<file path="src/hdl/lps_pkg.sv">
// types, constants and pattern rom of the led pattern sequencer
// no dependencies
`default_nettype none

package lps_pkg;

  localparam int KIND_W      = 2;
  localparam int LED_IDX_W   = 3;
  localparam int PAT_W       = 4;
  localparam int ELAPSED_W   = 16;
  localparam int WAKE_W      = 16;
  localparam int STEP_W      = 3;
  localparam int PASS_W      = 4;
  localparam int DUR_W       = 12;
  localparam int IN_DATA_W   = 24;

  typedef enum logic [KIND_W-1:0] {
    KIND_TICK    = 2'd0,
    KIND_SET     = 2'd1,
    KIND_ALL_OFF = 2'd2
  } kind_t;

  localparam logic [PAT_W-1:0]  PAT_NONE      = 4'd0;
  localparam logic [PAT_W-1:0]  PAT_OFF       = 4'd1;
  localparam logic [PAT_W-1:0]  PAT_ON        = 4'd2;
  localparam logic [PAT_W-1:0]  PATTERN_COUNT = 4'd14;
  localparam logic [PASS_W-1:0] PASS_MAX      = 4'd15;
  localparam logic [WAKE_W-1:0] WAKE_MAX      = 16'hffff;

  // input transaction payload, led_index in the lowest bits
  typedef struct packed {
    logic                 pad;
    logic [ELAPSED_W-1:0] elapsed_ms;
    logic [PAT_W-1:0]     pattern_id;
    logic [LED_IDX_W-1:0] led_index;
  } in_data_t;

  typedef struct packed {
    logic             on;
    logic             hold;
    logic [DUR_W-1:0] dur;
  } step_t;

  typedef struct packed {
    logic [STEP_W-1:0] len;
    logic [PASS_W-1:0] limit;
  } pat_info_t;

  function automatic pat_info_t pat_info(input logic [PAT_W-1:0] pid);
    pat_info_t r;
    r = '0;
    case (pid)
      4'd1, 4'd2:                          r = '{len: 3'd1, limit: 4'd0};
      4'd3, 4'd4, 4'd5, 4'd6, 4'd7:        r = '{len: 3'd2, limit: 4'd0};
      4'd8:                                r = '{len: 3'd5, limit: 4'd0};
      4'd9, 4'd10, 4'd11, 4'd12:           r = '{len: 3'd2, limit: 4'd0};
      4'd13:                               r = '{len: 3'd2, limit: 4'd8};
      default:                             r = '0;
    endcase
    return r;
  endfunction

  function automatic step_t mk_step(input logic on, input logic hold,
                                    input int dur);
    step_t r;
    r.on   = on;
    r.hold = hold;
    r.dur  = DUR_W'(dur);
    return r;
  endfunction

  function automatic step_t pat_step(input logic [PAT_W-1:0] pid,
                                     input logic [STEP_W-1:0] si);
    step_t r;
    r = '0;
    case (pid)
      4'd1:  r = mk_step(1'b0, 1'b1, 0);
      4'd2:  r = mk_step(1'b1, 1'b1, 0);
      4'd3:  r = (si == 3'd0) ? mk_step(1'b1, 1'b0, 500)  : mk_step(1'b0, 1'b0, 500);
      4'd4:  r = (si == 3'd0) ? mk_step(1'b1, 1'b0, 250)  : mk_step(1'b0, 1'b0, 250);
      4'd5:  r = (si == 3'd0) ? mk_step(1'b1, 1'b0, 125)  : mk_step(1'b0, 1'b0, 125);
      4'd6:  r = (si == 3'd0) ? mk_step(1'b1, 1'b0, 62)   : mk_step(1'b0, 1'b0, 62);
      4'd7:  r = (si == 3'd0) ? mk_step(1'b1, 1'b0, 50)   : mk_step(1'b0, 1'b0, 450);
      4'd8: begin
        case (si)
          3'd0, 3'd2: r = mk_step(1'b1, 1'b0, 125);
          3'd1, 3'd3: r = mk_step(1'b0, 1'b0, 125);
          default:    r = mk_step(1'b0, 1'b0, 1000);
        endcase
      end
      4'd9:  r = (si == 3'd0) ? mk_step(1'b1, 1'b0, 1000) : mk_step(1'b0, 1'b1, 0);
      4'd10: r = (si == 3'd0) ? mk_step(1'b1, 1'b0, 2000) : mk_step(1'b0, 1'b1, 0);
      4'd11: r = (si == 3'd0) ? mk_step(1'b1, 1'b0, 3000) : mk_step(1'b0, 1'b1, 0);
      4'd12: r = (si == 3'd0) ? mk_step(1'b0, 1'b0, 3000) : mk_step(1'b1, 1'b1, 0);
      4'd13: r = (si == 3'd0) ? mk_step(1'b1, 1'b0, 62)   : mk_step(1'b0, 1'b0, 62);
      default: r = '0;
    endcase
    return r;
  endfunction

endpackage

`default_nettype wire

</file>
<file path="src/hdl/led_pattern_sequencer.sv">
// Drives NUM_CHANNELS leds from a rom of thirteen blink patterns. Every input transaction
// (tick, set pattern, all off) yields exactly one result transaction with the led levels and
// the nearest pending wake time. One transaction is taken per clock while the output side is not
// stalled; it passes through the input register and then, in a single update pass of all
// channels, into the result register.
// depends on lps_pkg
`default_nettype none

module led_pattern_sequencer #(
  parameter int NUM_CHANNELS = 5,
  parameter int TIME_BITS    = 16
) (
  input  logic                                  clk,
  input  logic                                  rst_n,
  input  logic                                  in_tvalid,
  output logic                                  in_tready,
  // led_index[2:0], pattern_id[6:3], elapsed_ms[22:7], zero pad
  input  logic [lps_pkg::IN_DATA_W-1:0]         in_tdata,
  // kind[1:0]
  input  logic [lps_pkg::KIND_W-1:0]            in_tuser,
  output logic                                  out_tvalid,
  input  logic                                  out_tready,
  // led_levels[NUM_CHANNELS-1:0], next_wake_ms[NUM_CHANNELS+15:NUM_CHANNELS], zero pad
  output logic [((NUM_CHANNELS + lps_pkg::WAKE_W + 7) / 8) * 8 - 1:0] out_tdata
);

  import lps_pkg::*;

  localparam int OUT_W = ((NUM_CHANNELS + WAKE_W + 7) / 8) * 8;
  localparam int CMP_W = (TIME_BITS > ELAPSED_W) ? TIME_BITS : ELAPSED_W;
  localparam logic [CMP_W-1:0] TIME_MAX_EXT = CMP_W'({TIME_BITS{1'b1}});
  localparam logic [CMP_W-1:0] WAKE_MAX_EXT = CMP_W'(WAKE_MAX);

  in_data_t in_data;

  logic                 ir_valid_r, ir_valid_nxt;
  kind_t                ir_kind_r;
  logic [LED_IDX_W-1:0] ir_led_r;
  logic [PAT_W-1:0]     ir_pat_r;
  logic [ELAPSED_W-1:0] ir_elapsed_r;
  logic                 adv;

  logic [PAT_W-1:0]     chan_pattern_r [NUM_CHANNELS];
  logic [PAT_W-1:0]     chan_pattern_nxt [NUM_CHANNELS];
  logic [STEP_W-1:0]    step_index_r [NUM_CHANNELS];
  logic [STEP_W-1:0]    step_index_nxt [NUM_CHANNELS];
  logic [PASS_W-1:0]    pass_count_r [NUM_CHANNELS];
  logic [PASS_W-1:0]    pass_count_nxt [NUM_CHANNELS];
  logic [TIME_BITS-1:0] wait_ms_r [NUM_CHANNELS];
  logic [TIME_BITS-1:0] wait_ms_nxt [NUM_CHANNELS];
  logic                 parked_r [NUM_CHANNELS];
  logic                 parked_nxt [NUM_CHANNELS];
  logic                 lit_r [NUM_CHANNELS];
  logic                 lit_nxt [NUM_CHANNELS];
  logic [WAKE_W-1:0]    wake_cand [NUM_CHANNELS];

  logic [NUM_CHANNELS-1:0] levels;
  logic [WAKE_W-1:0]       wake;

  logic                    out_valid_r;
  logic [NUM_CHANNELS-1:0] out_levels_r;
  logic [WAKE_W-1:0]       out_wake_r;

  // input register
  assign in_data   = in_data_t'(in_tdata);
  assign adv       = ir_valid_r && (!out_valid_r || out_tready);
  assign in_tready = !ir_valid_r || adv;

  always_comb begin
    ir_valid_nxt = ir_valid_r;
    if (in_tvalid && in_tready) begin
      ir_valid_nxt = 1'b1;
    end else if (adv) begin
      ir_valid_nxt = 1'b0;
    end
  end

  always_ff @(posedge clk) begin
    if (!rst_n) begin
      ir_valid_r <= 1'b0;
    end else begin
      ir_valid_r <= ir_valid_nxt;
    end
  end

  always_ff @(posedge clk) begin
    if (in_tvalid && in_tready) begin
      ir_kind_r    <= kind_t'(in_tuser);
      ir_led_r     <= in_data.led_index;
      ir_pat_r     <= in_data.pattern_id;
      ir_elapsed_r <= in_data.elapsed_ms;
    end
  end

  // per-channel update
  for (genvar ch = 0; ch < NUM_CHANNELS; ch++) begin : g_chan
    pat_info_t             info;
    step_t                 stp;
    logic [STEP_W-1:0]     si_eff;
    logic [STEP_W-1:0]     si_inc;
    logic                  valid_pat;
    logic [CMP_W-1:0]      wait_ext;
    logic [CMP_W-1:0]      elap_ext;
    logic [CMP_W-1:0]      dur_ext;
    logic [CMP_W-1:0]      wait_nxt_ext;
    logic [TIME_BITS-1:0]  dur_sat;

    assign info      = pat_info(chan_pattern_r[ch]);
    assign si_eff    = (step_index_r[ch] >= info.len) ? '0 : step_index_r[ch];
    assign si_inc    = si_eff + 3'd1;
    assign stp       = pat_step(chan_pattern_r[ch], si_eff);
    assign valid_pat = (chan_pattern_r[ch] != PAT_NONE) && (chan_pattern_r[ch] < PATTERN_COUNT);
    assign wait_ext  = CMP_W'(wait_ms_r[ch]);
    assign elap_ext  = CMP_W'(ir_elapsed_r);
    assign dur_ext   = CMP_W'(stp.dur);
    assign dur_sat   = (dur_ext > TIME_MAX_EXT) ? {TIME_BITS{1'b1}} : dur_ext[TIME_BITS-1:0];

    always_comb begin
      chan_pattern_nxt[ch] = chan_pattern_r[ch];
      step_index_nxt[ch]   = step_index_r[ch];
      pass_count_nxt[ch]   = pass_count_r[ch];
      wait_ms_nxt[ch]      = wait_ms_r[ch];
      parked_nxt[ch]       = parked_r[ch];
      lit_nxt[ch]          = lit_r[ch];
      if (adv) begin
        unique case (ir_kind_r)
          KIND_TICK: begin
            if (!parked_r[ch]) begin
              if (wait_ext <= elap_ext) begin
                if (!valid_pat) begin
                  parked_nxt[ch] = 1'b1;
                end else if (info.limit != '0 && pass_count_r[ch] >= info.limit) begin
                  lit_nxt[ch]    = 1'b0;
                  parked_nxt[ch] = 1'b1;
                end else begin
                  lit_nxt[ch] = stp.on;
                  if (stp.hold) begin
                    parked_nxt[ch] = 1'b1;
                  end else begin
                    wait_ms_nxt[ch] = dur_sat;
                  end
                  if (si_inc >= info.len) begin
                    step_index_nxt[ch] = '0;
                    if (pass_count_r[ch] != PASS_MAX) begin
                      pass_count_nxt[ch] = pass_count_r[ch] + 4'd1;
                    end
                  end else begin
                    step_index_nxt[ch] = si_inc;
                  end
                end
              end else begin
                wait_ms_nxt[ch] = TIME_BITS'(wait_ext - elap_ext);
              end
            end
          end
          KIND_SET: begin
            if (int'(ir_led_r) == ch) begin
              chan_pattern_nxt[ch] = ir_pat_r;
              step_index_nxt[ch]   = '0;
              pass_count_nxt[ch]   = '0;
              wait_ms_nxt[ch]      = '0;
              parked_nxt[ch]       = 1'b0;
            end
          end
          KIND_ALL_OFF: begin
            chan_pattern_nxt[ch] = PAT_OFF;
            step_index_nxt[ch]   = '0;
            pass_count_nxt[ch]   = '0;
            wait_ms_nxt[ch]      = '0;
            parked_nxt[ch]       = 1'b0;
          end
          default: begin
          end
        endcase
      end
    end

    always_ff @(posedge clk) begin
      if (!rst_n) begin
        chan_pattern_r[ch] <= (ch == 2) ? PAT_ON : PAT_OFF;
        step_index_r[ch]   <= '0;
        pass_count_r[ch]   <= '0;
        wait_ms_r[ch]      <= '0;
        parked_r[ch]       <= 1'b0;
        lit_r[ch]          <= 1'b0;
      end else begin
        chan_pattern_r[ch] <= chan_pattern_nxt[ch];
        step_index_r[ch]   <= step_index_nxt[ch];
        pass_count_r[ch]   <= pass_count_nxt[ch];
        wait_ms_r[ch]      <= wait_ms_nxt[ch];
        parked_r[ch]       <= parked_nxt[ch];
        lit_r[ch]          <= lit_nxt[ch];
      end
    end

    assign wait_nxt_ext  = CMP_W'(wait_ms_nxt[ch]);
    assign levels[ch]    = lit_nxt[ch];
    assign wake_cand[ch] = parked_nxt[ch] ? WAKE_MAX :
                           (wait_nxt_ext > WAKE_MAX_EXT) ? WAKE_MAX :
                           wait_nxt_ext[WAKE_W-1:0];
  end

  // nearest wake time over channels
  always_comb begin
    wake = WAKE_MAX;
    for (int i = 0; i < NUM_CHANNELS; i++) begin
      if (wake_cand[i] < wake) begin
        wake = wake_cand[i];
      end
    end
  end

  // result register
  always_ff @(posedge clk) begin
    if (!rst_n) begin
      out_valid_r <= 1'b0;
    end else if (adv) begin
      out_valid_r <= 1'b1;
    end else if (out_tready) begin
      out_valid_r <= 1'b0;
    end
  end

  always_ff @(posedge clk) begin
    if (adv) begin
      out_levels_r <= levels;
      out_wake_r   <= wake;
    end
  end

  assign out_tvalid = out_valid_r;
  assign out_tdata  = OUT_W'({out_wake_r, out_levels_r});

endmodule

`default_nettype wire

</file>
<file path="config.mk">
export PLATFORM = sky130hd
export DESIGN_NAME = led_pattern_sequencer
export DESIGN_NICKNAME = d
export VERILOG_FILES = /design/src/hdl/lps_pkg.sv /design/src/hdl/led_pattern_sequencer.sv
export SDC_FILE = /design/constraint.sdc
export NUM_CORES = 1
export LEC_CHECK = 0
export BUFFER_PORTS_ARGS = -buffer_cell sky130_fd_sc_hd__buf_2
export CAP_MARGIN = 0
export CORE_UTILIZATION = 65
export CTS_CLUSTER_DIAMETER = 150
export DETAILED_ROUTE_END_ITERATION = 7
export GPL_ROUTABILITY_DRIVEN = 0
export GPL_TIMING_DRIVEN = 0
export MAX_ROUTING_LAYER = met4
export PLACE_DENSITY_LB_ADDON = 0.1
export SETUP_SLACK_MARGIN = 0.4
export SYNTH_ARGS = -nofsm -noshare
export SYNTH_HDL_FRONTEND = slang
export SYNTH_SLANG_ARGS = --single-unit
</file>
<file path="constraint.sdc">
create_clock -name clk -period 35.3 [get_ports clk]
set_input_delay 3.53 -clock clk [delete_from_list [all_inputs] [get_ports clk]]
set_output_delay 3.53 -clock clk [all_outputs]
set_load 0.02 [all_outputs]
</file>
# After elaboration in Yosys (flattened, before gate mapping)
# Memory sizes are Yosys's and may differ from the RTL's.
# Index checks and enable logic that the tools add are counted.
# W data, S select, Z words.
[op_classes]
n_eq_ne = 91
mul = 0
n_shift = 0
magnitude_cmp = 40
div_mod_pow = 0
n_reduce_logical = 50
bitwise = 30
addsub = 15
muxes = 326
[ops]
columns = ["cell", "count"]
rows = [
  ["$mux W16", 60],
  ["$pmux W14 S12", 5],
  ["$mux W14", 45],
  ["$mux W4", 60],
  ["$pmux W16 S3", 5],
  ["$pmux W14 S2", 5],
  ["$mux W3", 45],
  ["$eq A4 B4 Y1 const B", 30],
  ["$mux W1", 81],
  ["$eq A4 B3 Y1 const B", 20],
  ["$gt A12 B16 Y1 const B", 5],
  ["$gt A16 B16 Y1 const B", 5],
  ["$le A16 B16 Y1", 5],
  ["$sub A16 B16 Y16", 5],
  ["$lt A16 B16 Y1", 4],
  ["$pmux W4 S3", 5],
  ["$pmux W3 S3", 5],
  ["$eq A4 B2 Y1 const B", 10],
  ["$pmux W4 S2", 5],
  ["$reduce_bool A4 Y1", 10],
  ["$eq A3 B2 Y1 const B", 11],
  ["$ge A3 B3 Y1", 10],
  ["$or A1 B1 Y1", 30],
  ["$reduce_or A2 Y1", 15],
  ["18 further kinds", 71],
]
[totals]
rom_bits = 320
output_inout_bits = 26
mem_count = 11
ff_bits = 48
ramBits = 145
inputBits = 30
elab_cells = 571
latchBits = 0
[memory_table]
columns = ["memory", "depth", "width", "rd", "rd_clocked_by_memory_dff", "wr", "line", "text"]
rows = [
  ["wait_ms_r", 5, 16, 5, 0, 5, "led_pattern_sequencer.sv:49", "logic [TIME_BITS-1:0] wait_ms_r [NUM_CHANNELS];"],
  ["(no name shown)", 16, 4, 1, 0, 0, "lps_pkg.sv:52", "case (pid)"],
  ["(no name shown)", 16, 4, 1, 0, 0, "lps_pkg.sv:52", ""],
  ["(no name shown)", 16, 4, 1, 0, 0, "lps_pkg.sv:52", ""],
  ["(no name shown)", 16, 4, 1, 0, 0, "lps_pkg.sv:52", ""],
  ["(no name shown)", 16, 4, 1, 0, 0, "lps_pkg.sv:52", ""],
  ["5 more memories", "--", "--", "--", "--", "--", "--", ""],
]

# Longest topological paths before layout
# An unclocked memory read counts as a cell.
[depth]
word_depth = 30
depth_mapped = 68
mapped_depth_nobuf = 63

# Worst setup path after synthesis
# Ideal clock, no wire load.
[synth_timing]
path_kind = "input port to flip-flop"
from = "input port out_tready"
to = "register out_wake_r[11], data pin"
arrival_time_ns = 13.466
path_slack_ns = 21.565
path_buffers = 7
cell_stages = 50
setup_ns = 0.269
t_required_ns = 35.031
cell_sequence = "nor2b_1 nor3_4 and2_0 clkbuf_1 clkbuf_1 nand2b_1 clkbuf_1 o41ai_1 a22oi_1 nor2b_1 ha_1 a21oi_1 nor2b_1 o21ai_0 a21oi_1 o211ai_1 and3_1 a21oi_1 (+14 left out) inv_1 ha_1 nor2b_1 o21ai_0 nand2b_1 a2111oi_0 a31oi_2 buf_4 mux2i_1 ha_1 nor2b_1 o21ai_0 nand2b_1 a2111oi_0 o2111ai_2 a221oi_4 buf_6 mux2i_1"
[synth_between]
elab_chain_len = 16
word_cells_on_any_way = 37
classes_between = "order compare: 10; mux: 25; reduce/logical: 2"
[synth_rtl]
columns = ["item", "line", "text"]
rows = [
  ["start, declared", "led_pattern_sequencer.sv:22", "input logic out_tready,"],
  ["$logic_or A1 B1 Y1 *", "led_pattern_sequencer.sv:66", "assign adv = ir_valid_r && (!out_valid_r || out_tready);"],
  ["$logic_and A1 B1 Y1 *", "led_pattern_sequencer.sv:66", ""],
  ["$mux W16", "led_pattern_sequencer.sv:125", "if (adv) begin"],
  ["$gt A16 B16 Y1", "led_pattern_sequencer.sv:199", "(wait_nxt_ext > WAKE_MAX_EXT) ? WAKE_MAX :"],
  ["$mux W16", "led_pattern_sequencer.sv:199", ""],
  ["$mux W16", "led_pattern_sequencer.sv:198", "assign wake_cand[ch] = parked_nxt[ch] ? WAKE_MAX :"],
  ["$lt A16 B16 Y1", "led_pattern_sequencer.sv:207", "if (wake_cand[i] < wake) begin"],
  ["$mux W16", "led_pattern_sequencer.sv:207", ""],
  ["$lt A16 B16 Y1", "led_pattern_sequencer.sv:207", ""],
  ["$mux W16", "led_pattern_sequencer.sv:207", ""],
  ["$lt A16 B16 Y1", "led_pattern_sequencer.sv:207", ""],
  ["$mux W16", "led_pattern_sequencer.sv:207", ""],
  ["$lt A16 B16 Y1", "led_pattern_sequencer.sv:207", ""],
  ["$mux W16", "led_pattern_sequencer.sv:207", ""],
  ["$lt A16 B16 Y1", "led_pattern_sequencer.sv:207", ""],
  ["$mux W16 *", "led_pattern_sequencer.sv:207", ""],
  ["net wake[11]", "led_pattern_sequencer.sv:58", "logic [WAKE_W-1:0] wake;"],
  ["end signal, assigned", "led_pattern_sequencer.sv:227", "out_wake_r <= wake;"],
  ["end, declared", "led_pattern_sequencer.sv:62", "logic [WAKE_W-1:0] out_wake_r;"],
]
# The timed path passes the listed nets; every way through them passes the cells marked *.
# A chain may end at the register's enable or synchronous reset.

# Worst setup path in the final report
[layout_timing]
from = "input port out_tready"
to = "register out_wake_r[8], data pin"
# Same word-level chain as after synthesis.

==> impl_metrics.py <==
metrics = {
    "critical_path": {
        "ff2ff_setup_slack_ns": 19.99,
        "cp.required_ns": 35.59,
        "worstPathArrival_ns": 16.84,
        "worst-path-max-fanout": 10,
        "r2r_cells": 59,
        "cp_top_family": "compound AO/OA/AOI/OAI gates",
        "crit_path_end_kind": "register",
        "start_kind": "input pin",
        "crit_type": "input pin to register",
        "critPathBufInv": 10,
        "slowest_stage": "clkbuf_1",
        "max_stage_delay_ns": 0.69,
        "rr_endpoint": "out_wake_r[8]$_DFFE_PP_",
        "r2r_start": "chan_pattern_r[0][3]$_SDFFE_PN0P_",
    },
    "drt": {
        "met1_length_mm": 24.6,
        "drt-total-wl_mm": 60.0,
        "vias_per_cell": 6.63,
        "met2WireLength_mm": 25.0,
        "drc": 0,
        "drtIter0Drc": 2154,
        "first_pass_iters": 7,
        "wl_met3_mm": 7.46,
        "postRouteAntennaNets": 0,
        "vias": 19300,
        "wl_per_cell_um": 20.6,
        "top_layer": "met4",
    },
    "pwr": {
        "ir_worst_vdd_v": 0.0000324,
        "powerDensity_nw_per_um2": 33.5,
        "power_leakage_uw": 0.00890,
    },
    "die": {
        "io_pins": 56,
        "die_w_um": 172,
        "rows": 61,
        "dieArea_um2": 29700,
        "start_util": 0.669,
        "core_um2": 28200,
        "fp.dieH_um": 172,
    },
    "sta": {
        "hold_viol_final": 0,
        "tightest_slew_ns": 1.19,
        "fmax_mhz": 60.4,
        "grt_setup_unrepaired": "false",
        "setup_viol": 0,
        "finClkSkew_ns": 0.00758,
        "slew_headroom": 0.197,
        "fin_tns_setup_ns": 0,
        "finalCritPeriodShare": 0.469,
        "min_period_ns": 16.55,
        "drv_slew": 0,
    },
    "place": {
        "dp_hpwl_mm": 45.7,
        "port_buffers": 51,
    },
    "logic_synthesis": {
        "yosys.area_share.simple": 0.228,
        "ys.flop_type": "dfxtp_1",
        "synth.distinct_cells": 97,
        "synth_top_family_by_area": "compound AO/OA/AOI/OAI gates",
        "yosysSeqAreaShare": 0.229,
        "yosys-top-cells-area": "dfxtp_1, ha_1, edfxtp_1, a21oi_1, nor2_1",
        "yosys.area_share.adder": 0.155,
        "synthArstFlopShare": 0,
        "synthXorXnorAreaFrac": 0.0260,
        "avgSynthCellArea_um2": 7.69,
        "netlist_area_um2": 18800,
        "yosysMostFrequentCell": "nor2_1",
        "ys_warn_count": 0,
        "synthMuxAreaShare": 0.0493,
        "synth_edf_count": 46,
        "synth_top_area_cell": "dfxtp_1",
        "synth_top_area_share": 0.156,
        "synthCells": 2449,
        "yosys-top-cells-count": "nor2_1, ha_1, nand2_1",
        "synth-compound-area-share": 0.254,
        "ys_seq_elements": 193,
    },
    "min_path": {
        "hold_start": "step_index_r[1][1]$_SDFFE_PN0P_",
        "holdPathEnd": "step_index_r[1][1]$_SDFFE_PN0P_",
        "whs_path_depth": 2,
        "hold_class": "register to register",
    },
    "cells_and_area": {
        "area.growth.synth_to_final_pct": 7.14,
        "fin_util": 0.717,
        "fillers": 2292,
        "drive_gt1_frac": 0.0691,
        "nNetsFinal": 2779,
    },
    "clock_network": {
        "htreeDepth": 4,
        "cts.clk_slew.worst_paths_ns": 0.08,
        "cts_buffer_depth": 2,
        "cts-root-buf": "clkbuf_16",
        "cts.repair.resized": 0,
        "cts_buffers": 17,
        "worstSkewPairLatency_ns": 0.45,
        "cts_tree": "done",
        "post_cts_buffers": 0,
        "postCtsHoldBufs": 0,
        "cts.sinks": 193,
    },
    "global_route": {
        "grt.total_usage": 0.416,
        "first_global_vias": 17700,
        "grt_pass1_wl_mm": 92.2,
        "grt_start_max_net_pins": 26,
        "grt-ovfl-total": 0,
        "antenna_found_initial": 0,
    },
    "outcome": {
        "outcome": "finished clean",
    },
    "job": {
        "max-cap-violations": 0,
    },
}
==> routing by layer <==
| layer | vias to the layer above | track usage |
|---|---|---|
| met5 | - | - |
| met4 | 0 | 0.208 |
| met3 | 214 | 0.107 |
| met2 | 1157 | 0.609 |
| met1 | 8956 | 0.530 |
| li1 | 8998 | - |
==> sequential cells by signal, summed over array words and instances, names as in the netlist <==
| signal | count |
|---|---|
| wait_ms_r | 80 |
| pass_count_r | 20 |
| lit_r | 5 |
| out_tvalid | 1 |
| chan_pattern_r | 20 |
| ir_kind_r | 2 |
| g_chan.elap_ext | 16 |
| out_levels_r | 5 |
| ir_led_r | 3 |
| out_wake_r | 16 |
| parked_r | 5 |
| step_index_r | 15 |
| ir_valid_r | 1 |
| ir_pat_r | 4 |
==> cell type report <==
type                    instances  area [um2]  share of cell area
clock inverters                15         169             0.00837
plain buffers                 100         419              0.0208
clock buffers                  17         425              0.0211
repair buffers                 51         255              0.0126
diodes                          3        7.51            0.000372
multi-input cells            1979       13400               0.666
flip-flops and latches        193        4320               0.214
inverters                     179         672              0.0333
well taps                     378         473              0.0234
==> kinds of logic after synthesis <==
group	Yosys count
simple gates	870
fa+ha+maj	231
flops	193
xor+xnor	56
other cells	1
compound gates	728
buf+inv	279
mux	91
==> report_power, final <==
part	switching (uW)	internal [uW]	total, uW	leakage (uW)
combinational	143	91.7	235	0.00698
clock	98.6	107	205	0.000291
sequential	3.16	233	236	0.00163
total	245	432	677	0.00890
==> cells in the final DEF (no fill, tap or decap), types with 22 or more instances in the layout <==
cell type	synthesis	final
buf_2	8	59
nand2_1	203	203
dfxtp_1	147	147
edfxtp_1	46	46
and2_1	70	69
nand3_1	65	65
nor2_1	242	241
nor2b_1	43	43
inv_1	177	177
mux2i_1	76	76
nand4_1	34	34
ha_1	223	223
xnor2_1	39	39
or2_2	22	22
a22oi_1	36	36
nand2b_1	52	52
nor3_1	45	45
o21ai_0	166	166
clkbuf_1	77	77
a21o_1	56	56
o211ai_1	32	32
a21oi_1	195	195
==> through the flow <==
stage | std cells | worst slack (ns) | instance area (um2) | total power (uW) | hold WS [ns]
2_1_floorplan | 2451 | 21.57 | 18900 | 414 | 0.445
6_report | 2915 | 18.75 | 20200 | 677 | 0.483
3_5_place_dp | 2880 | 18.68 | 19600 | 469 | 0.468
4_1_cts | 2912 | 19.08 | 20200 | 671 | 0.478
3_3_place_gp | 2880 | 19.03 | 19600 | 463 | 0.465
5_1_grt | 2912 | 18.03 | 20200 | 704 | 0.508
==> how the worst max path moves through the flow <==
| stage | endpoint | cells after the start | from | slack (ns) |
|---|---|---|---|---|
| 6_report | out_wake_r[8]$_DFFE_PP_ | 51 | out_tready | 18.75 |
| 5_1_grt | out_wake_r[6]$_DFFE_PP_ | 51 | out_tready | 18.03 |
| 4_1_cts | out_wake_r[6]$_DFFE_PP_ | 51 | out_tready | 19.08 |
| 3_5_place_dp | out_wake_r[6]$_DFFE_PP_ | 51 | out_tready | 18.68 |
| 3_3_place_gp | out_wake_r[9]$_DFFE_PP_ | 51 | out_tready | 19.03 |
| 2_1_floorplan | out_wake_r[11]$_DFFE_PP_ | 50 | out_tready | 21.57 |
==> worst register-to-register path, delay by kind of cell (launching register included) <==
family / cells / cell delay (ns)
buf+inv: 11 / 3.03
fa+ha+maj: 6 / 1.90
simple gates: 15 / 2.51
compound gates: 22 / 5.88
mux: 5 / 1.40
flops: 1 / 0.46
No activity file was read; power rests on OpenSTA's default activity.
